File: src/sv/efr_pkg.sv
package efr_pkg;

  localparam int QUEUE_DEPTH = 4;

  typedef enum logic [1:0] {
    EV_OPEN  = 2'd0,
    EV_STORE = 2'd1,
    EV_CLOSE = 2'd2
  } ev_kind_t;

  typedef enum logic [1:0] {
    REG_START_CHAR = 2'd0,
    REG_END_CHAR   = 2'd1,
    REG_QUOTE_CHAR = 2'd2,
    REG_MAX_LENGTH = 2'd3
  } reg_index_t;

  typedef struct packed {
    logic [7:0] rx_byte;
    logic       store_full;
  } rx_item_t;

  typedef struct packed {
    ev_kind_t   event_kind;
    logic [7:0] payload_byte;
    logic       last;
  } ev_item_t;

  typedef struct packed {
    ev_kind_t   kind;
    logic [7:0] data;
  } event_t;

  // Events caused by one received byte: first, and optionally second.
  typedef struct packed {
    logic   two;
    event_t ev0;
    event_t ev1;
  } entry_t;

  typedef struct packed {
    logic nonempty;
    logic full;
  } q_status_t;

endpackage

File: src/sv/efr_front.sv
module efr_front (
  input  logic              clk,
  input  logic              rst,
  input  logic              rx_valid,
  output logic              rx_stall,
  input  efr_pkg::rx_item_t rx_beat,
  input  logic              cfg_valid,
  input  logic [1:0]        cfg_index,
  input  logic [7:0]        cfg_data,
  input  efr_pkg::q_status_t q_stat,
  output logic              push,
  output efr_pkg::entry_t   push_entry
);
  import efr_pkg::*;

  typedef enum logic [1:0] {
    MODE_WAIT  = 2'd0,
    MODE_START = 2'd1,
    MODE_RECV  = 2'd2,
    MODE_QUOTE = 2'd3
  } mode_t;

  logic [7:0] start_char;
  logic [7:0] end_char;
  logic [7:0] quote_char;
  logic [7:0] max_length;

  mode_t      mode, mode_next;
  logic [8:0] count, count_next;

  logic       take;
  logic [7:0] b;
  logic [8:0] cnt_base;
  logic [8:0] cnt_inc;
  logic       too_long;
  logic       is_start, is_end, is_quote;
  logic       rx_has;
  event_t     rx_ev;
  mode_t      rx_mode;
  logic [8:0] rx_cnt;
  event_t     store_ev;

  assign rx_stall = q_stat.full;
  assign take     = rx_valid && !rx_stall;
  assign b        = rx_beat.rx_byte;

  assign cnt_base = (mode == MODE_START) ? 9'd0 : count;
  assign cnt_inc  = (cnt_base == 9'h1FF) ? cnt_base : cnt_base + 9'd1;
  assign too_long = cnt_inc > {1'b0, max_length};
  assign is_start = b == start_char;
  assign is_end   = b == end_char;
  assign is_quote = b == quote_char;
  assign store_ev = '{kind: EV_STORE, data: b};

  // Handling of a byte inside a frame; start beats end, end beats quote.
  always_comb begin
    rx_has  = 1'b0;
    rx_ev   = '{kind: EV_CLOSE, data: 8'd0};
    rx_mode = MODE_RECV;
    rx_cnt  = cnt_base;
    if (is_start) begin
      rx_mode = MODE_START;
    end else if (is_end) begin
      rx_has  = 1'b1;
      rx_mode = MODE_WAIT;
    end else if (is_quote) begin
      rx_mode = MODE_QUOTE;
    end else begin
      rx_has  = 1'b1;
      rx_ev   = store_ev;
      rx_cnt  = cnt_inc;
      rx_mode = too_long ? MODE_WAIT : MODE_RECV;
    end
  end

  always_comb begin
    mode_next  = mode;
    count_next = count;
    push       = 1'b0;
    push_entry = '0;
    case (mode)
      MODE_WAIT: begin
        if (is_start) mode_next = MODE_START;
      end
      MODE_START: begin
        count_next = 9'd0;
        if (rx_beat.store_full) begin
          mode_next = MODE_WAIT;
        end else begin
          push           = 1'b1;
          push_entry.ev0 = '{kind: EV_OPEN, data: 8'd0};
          push_entry.two = rx_has;
          push_entry.ev1 = rx_ev;
          mode_next      = rx_mode;
          count_next     = rx_cnt;
        end
      end
      MODE_RECV: begin
        push           = rx_has;
        push_entry.ev0 = rx_ev;
        mode_next      = rx_mode;
        count_next     = rx_cnt;
      end
      MODE_QUOTE: begin
        push           = 1'b1;
        push_entry.ev0 = store_ev;
        count_next     = cnt_inc;
        mode_next      = too_long ? MODE_WAIT : MODE_RECV;
      end
      default: begin
        mode_next = MODE_WAIT;
      end
    endcase
    if (!take) begin
      mode_next  = mode;
      count_next = count;
      push       = 1'b0;
    end
  end

  always_ff @(posedge clk) begin
    if (rst) begin
      mode       <= MODE_WAIT;
      count      <= 9'd0;
      start_char <= 8'd2;
      end_char   <= 8'd3;
      quote_char <= 8'd16;
      max_length <= 8'd255;
    end else begin
      mode  <= mode_next;
      count <= count_next;
      if (cfg_valid) begin
        case (reg_index_t'(cfg_index))
          REG_START_CHAR: start_char <= cfg_data;
          REG_END_CHAR:   end_char   <= cfg_data;
          REG_QUOTE_CHAR: quote_char <= cfg_data;
          REG_MAX_LENGTH: max_length <= cfg_data;
          default: ;
        endcase
      end
    end
  end

endmodule

File: src/sv/efr_queue.sv
module efr_queue #(
  parameter int DEPTH = efr_pkg::QUEUE_DEPTH
) (
  input  logic               clk,
  input  logic               rst,
  input  logic               push,
  input  efr_pkg::entry_t    push_entry,
  input  logic               pop,
  output efr_pkg::entry_t    head,
  output efr_pkg::q_status_t q_stat
);
  import efr_pkg::*;

  localparam int PW = (DEPTH > 1) ? $clog2(DEPTH) : 1;
  localparam int LW = $clog2(DEPTH + 1);

  entry_t          mem [DEPTH];
  logic [PW-1:0]   wr_ptr;
  logic [PW-1:0]   rd_ptr;
  logic [LW-1:0]   level;
  logic            do_push;
  logic            do_pop;

  assign q_stat.nonempty = level != '0;
  assign q_stat.full     = level == LW'(DEPTH);
  assign head            = mem[rd_ptr];
  assign do_push         = push && !q_stat.full;
  assign do_pop          = pop && q_stat.nonempty;

  always_ff @(posedge clk) begin
    if (do_push) mem[wr_ptr] <= push_entry;
  end

  always_ff @(posedge clk) begin
    if (rst) begin
      wr_ptr <= '0;
      rd_ptr <= '0;
      level  <= '0;
    end else begin
      if (do_push) wr_ptr <= (wr_ptr == PW'(DEPTH - 1)) ? '0 : wr_ptr + 1'b1;
      if (do_pop)  rd_ptr <= (rd_ptr == PW'(DEPTH - 1)) ? '0 : rd_ptr + 1'b1;
      if (do_push && !do_pop)      level <= level + 1'b1;
      else if (do_pop && !do_push) level <= level - 1'b1;
    end
  end

endmodule

File: src/sv/efr_back.sv
module efr_back (
  input  logic               clk,
  input  logic               rst,
  input  efr_pkg::entry_t    head,
  input  efr_pkg::q_status_t q_stat,
  output logic               pop,
  output logic               ev_valid,
  input  logic               ev_stall,
  output efr_pkg::ev_item_t  ev_beat
);
  import efr_pkg::*;

  logic second;   // head's first event already sent
  logic load;

  assign load = !ev_valid || !ev_stall;
  assign pop  = load && q_stat.nonempty && (second || !head.two);

  always_ff @(posedge clk) begin
    if (rst) begin
      ev_valid <= 1'b0;
      second   <= 1'b0;
      ev_beat  <= '0;
    end else if (load) begin
      ev_valid <= q_stat.nonempty;
      if (q_stat.nonempty) begin
        if (second) begin
          ev_beat <= '{event_kind: head.ev1.kind, payload_byte: head.ev1.data, last: 1'b1};
          second  <= 1'b0;
        end else begin
          ev_beat <= '{event_kind: head.ev0.kind, payload_byte: head.ev0.data,
                       last: !head.two};
          second  <= head.two;
        end
      end
    end
  end

endmodule

File: src/sv/escaped_frame_receiver.sv
// Start/end/quote byte deframer. Each received byte is taken whenever the
// internal event queue has room and yields zero, one or two packet-store
// events (open, store, close); the output register delivers one event per
// cycle while ev_stall is low, so throughput is one byte per cycle as long
// as bytes average at most one event and the output is not stalled. A
// byte's events pass through the queue and then the output register. A frame
// dropped by a new start byte or by exceeding max_length gets no close event.
// The configuration port is always ready; write it only while the block is idle.
module escaped_frame_receiver #(
  parameter int QUEUE_DEPTH = efr_pkg::QUEUE_DEPTH
) (
  input  logic              clk,
  input  logic              rst,
  input  logic              rx_valid,
  output logic              rx_stall,
  input  efr_pkg::rx_item_t rx_beat,
  output logic              ev_valid,
  input  logic              ev_stall,
  output efr_pkg::ev_item_t ev_beat,
  input  logic              cfg_valid,
  output logic              cfg_ready,
  input  logic [1:0]        cfg_index,
  input  logic [7:0]        cfg_data
);
  import efr_pkg::*;

  q_status_t q_stat;
  logic      push;
  logic      pop;
  entry_t    push_entry;
  entry_t    head;

  assign cfg_ready = 1'b1;

  efr_front u_front (
    .clk        (clk),
    .rst        (rst),
    .rx_valid   (rx_valid),
    .rx_stall   (rx_stall),
    .rx_beat    (rx_beat),
    .cfg_valid  (cfg_valid && cfg_ready),
    .cfg_index  (cfg_index),
    .cfg_data   (cfg_data),
    .q_stat     (q_stat),
    .push       (push),
    .push_entry (push_entry)
  );

  efr_queue #(.DEPTH(QUEUE_DEPTH)) u_queue (
    .clk        (clk),
    .rst        (rst),
    .push       (push),
    .push_entry (push_entry),
    .pop        (pop),
    .head       (head),
    .q_stat     (q_stat)
  );

  efr_back u_back (
    .clk      (clk),
    .rst      (rst),
    .head     (head),
    .q_stat   (q_stat),
    .pop      (pop),
    .ev_valid (ev_valid),
    .ev_stall (ev_stall),
    .ev_beat  (ev_beat)
  );

  a_zero_byte: assert property (@(posedge clk) disable iff (rst)
    ev_valid && ev_beat.event_kind != EV_STORE |-> ev_beat.payload_byte == 8'd0)
    else $error("non-store event carries a byte");

  a_close_last: assert property (@(posedge clk) disable iff (rst)
    ev_valid && ev_beat.event_kind == EV_CLOSE |-> ev_beat.last)
    else $error("close event not marked last");

  a_open_pair: assert property (@(posedge clk) disable iff (rst)
    ev_valid && !ev_stall && ev_beat.event_kind == EV_OPEN && !ev_beat.last |=>
      ev_valid && (ev_beat.event_kind == EV_STORE || ev_beat.event_kind == EV_CLOSE))
    else $error("second event of an open pair missing");

endmodule

File: config.mk
export PLATFORM = sky130hd
export DESIGN_NAME = escaped_frame_receiver
export DESIGN_NICKNAME = d
export VERILOG_FILES = /design/src/sv/efr_pkg.sv /design/src/sv/efr_front.sv /design/src/sv/efr_queue.sv /design/src/sv/efr_back.sv /design/src/sv/escaped_frame_receiver.sv
export SDC_FILE = /design/constraint.sdc
export NUM_CORES = 1
export LEC_CHECK = 0
export ABC_AREA = 1
export BUFFER_PORTS_ARGS = -buffer_cell sky130_fd_sc_hd__buf_2
export CORE_MARGIN = 8
export CORE_UTILIZATION = 35
export DETAILED_ROUTE_END_ITERATION = 7
export PLACE_DENSITY = 0.61
export SETUP_SLACK_MARGIN = 0.5
export SKIP_LAST_GASP = 1
export SYNTH_ARGS = -nofsm -noshare
export SYNTH_HDL_FRONTEND = slang
export SYNTH_SLANG_ARGS = --single-unit
File: constraint.sdc
create_clock -name clk -period 2.8 [get_ports clk]
set_clock_uncertainty 0.1 [all_clocks]
set_input_delay 0 -clock clk [delete_from_list [all_inputs] [get_ports clk]]
set_output_delay 0 -clock clk [all_outputs]
set_load 0.05 [all_outputs]
==> metrics.txt <==
status=finished, final reports clean; Reg area=0.00384 mm^2; synthesized instance count=712; clk slew on worst S/H paths=60 ps; Core Util, Final=46.0%; crit-path max cell delay=330 ps; sequential area share after synthesis=56.9%; CTS tree=yes; total grt overflow=0; most used flip-flop cell after synthesis=edfxtp_1; Detailed Routing Iterations Pass 1=5; Synth top area share=37.5%; IO Port Bufs=36; Max Buffers Root-to-Sink=2; HP Class=in -> reg; slowest stage cell, crit path=dfxtp_2; wire per inst=15.9 um; die area=0.0239 mm^2; Synth Register Bits=149; crit path capture type=register; GRT met1 Usage=17.8%; post-route ant nets=0; dpl hpwl=10200 um; vias in the first global route=5199; final net count=863; Fmax achieved=0.379 GHz; GPL Wtd Cong=0.873; crit path cell chain=inv_2 > nand2_4 > inv_6 > nor2_4 > ha_4 > nand4_1 > nor2_4 > nand3_4 > nand2_2 > o21ai_2 > ha_1 > nand2_1 > nor2_2 > nand2_1 > nand3_1 > nand2_1 > nand2_1 > nand2_1 > nand2_1 > nand2_1 > nand2_1 > nand2_1 > nand2_1 > a21oi_1; CP required=2990 ps; max_cap viols=0; final setup vio count=0; EDFF count, synth=84; via count=5354; Die W=155 um; first-pass GRT wire length=26800 um; kind of critical path=reg -> reg; H-tree Lvls=4; RSZ-0062 raised after global routing=true; TNS Setup=0 ps; Slew @ Worst Pin=754 ps; initial antenna violation count=0; Cell Rows=50; Mapped Nets=752; Final Hold Vio Count=0; leakage=3.51 nW; M3 GR Usage=3.29%; Root Driver=clkbuf_16; Ant. Diodes=0; Starting Density=35.8%; area of the multi-input gates=0.00272 mm^2; Vias/cell=5.00; worst skew pair latency=430 ps; share of post-route cells with drive strength above 1=21.7%; synth top area cells=edfxtp_1 38%, dfxtp_1 19%, nor2_1 7.9%; Clock Sinks=149; Die H=155 um; routed wire length=17000 um; most frequent CP cell=nand2_1; Worst EP arrival=2830 ps; fin. max-slew vios=0; starting DRC count in detailed routing=541; crit start category=register; synthesized area per cell=9.44 um^2; Netlist Area Pre-Place=0.00672 mm^2; pwr/cell area=766 mW/mm^2; Unique masters post-synth=39; Tmin final=2640 ps; GRT met2 Usage=23.5%; fill cell count=1790; FFs w/ async S/R, synth=0%; Crit path max-delay family=simple AND/OR/NAND/NOR gates; Core Footprint=0.0188 mm^2; I/O Pins=38; CP bufs+invs=2; Inserted Clock Buffers=17; Worst slew margin=49.6%; drt drc=0; maximum VDD drop=0.558 mV; Synth area leader=edfxtp_1; gr busiest metal=met2; crit share post-route=94.2%; P&R area growth vs syn=28.4%; Critical Path Fanout Max=5; total power=6.61 mW; pin count of the biggest net entering global routing=41; YS warnings=0; GRT Util Overall=14.3%
## timing repair
item,in CTS,in global routing
hold endpoints to repair,107,0
gates resized for setup,19,37
pin swaps,16,22
setup buffers,21,3
setup endpoints to repair,3,142
gates cloned,1,3
hold buffers,33,0
## synth_stat cells (2+ instances only)
master and number:
a21oi_1 46, buf_2 3, buf_4 2, clkbuf_1 22, clkinv_1 2, dfxtp_1 65, edfxtp_1 84, ha_1 15
inv_1 59, inv_2 6, mux2i_1 10, nand2_1 79, nand2_2 2, nand2_4 2, nand3_1 19, nand4_1 5
nor2_1 142, nor2_2 3, nor2_4 3, nor3_1 3, nor3_2 2, o211ai_1 10, o21ai_0 65, o21ai_1 4
o221ai_1 10, o32ai_1 10, xor2_1 27
## cells in the final DEF, fill, tap and decap left out, types with 17 or more instances in the layout
cell           instances
nor2_1               132
edfxtp_1              84
nand2_1               74
o21ai_0               62
inv_1                 56
dfxtp_1               54
a21oi_1               44
buf_2                 36
buf_4                 34
dlygate4sd3_1         33
xor2_1                26
clkbuf_16             19
nand3_1               17
## kinds of logic after synthesis
family / after synthesis / share of synthesized area [%]
and+or+nand+nor: 264 / 16.5
AOI/OAI and AO/OA: 151 / 13.0
DFF: 149 / 56.9
buffers and inverters: 94 / 5.42
xor gates and xnor gates: 27 / 3.52
adders and majority gates: 16 / 3.09
muxes: 10 / 1.49
other: 1 / 0.0558
## per-layer routing
metal  part of all wire, %  up-vias  wire length [um]
met5                     0        -                 0
met4                   1.6        0               276
met3                   4.8       22               817
met2                    49      123              8280
met1                    45     2564              7630
li1                      -     2645                 -
## path summary, 6_finish.rpt
| kind | cells after the start | from | slack [ps] | endpoint |
|---|---|---|---|---|
| worst max-delay path | 24 | u_front.mode[1] | 160 | u_front.mode[1] |
| worst min-delay path | 3 | rx_beat[5] | 70 | u_queue.mem[3][4] |
| worst max register to register | 24 | u_front.mode[1] | 160 | u_front.mode[1] |
| worst min register to register | 2 | u_front.end_char[1] | 360 | u_front.end_char[1] |
## tightest hold or removal path, stage by stage
cell and delay [ps]:
buf_2 140, inv_1 160, nor2_1 120
## flip-flops by register name, summed over array words and instances, names as in the netlist, named ones only
name                cells
u_queue.wr_ptr          2
u_front.max_length      8
u_back.ev_beat         11
u_queue.level           3
u_back.ev_valid         1
u_front.start_char      8
u_front.quote_char      8
u_back.second           1
u_front.count           9
u_queue.rd_ptr          2
u_front.mode            2
u_front.end_char        8
u_queue.mem            84
## per-stage QoR
step           hold WS [ps]  cells  area [um^2]  worst slack, ps
2_1_floorplan        -0.279    712         6790              193
3_3_place_gp            186    977         7320              102
3_5_place_dp            184    977         7320             46.7
4_1_cts                47.7   1064         8420              241
5_1_grt                93.3   1070         8630             7.13
6_report               71.5   1070         8630              162
## area by class of cell
| cell class | instances | share of cell area [%] |
|---|---|---|
| Inverter | 67 | 3.03 |
| Timing Repair Buffer | 118 | 11.4 |
| Clock inverter | 15 | 1.26 |
| Multi-Input combinational cell | 470 | 31.5 |
| Sequential cell | 149 | 44.4 |
| Tap cell | 234 | 3.39 |
| Clock buffer | 17 | 4.93 |
## power breakdown
part	switching (mW)	leakage (nW)	internal [mW]
Combinational	1.29	1.92	0.672
Clock	0.942	0.256	1.13
Sequential	0.109	1.33	2.46
Power figures use the tool's default switching activity.
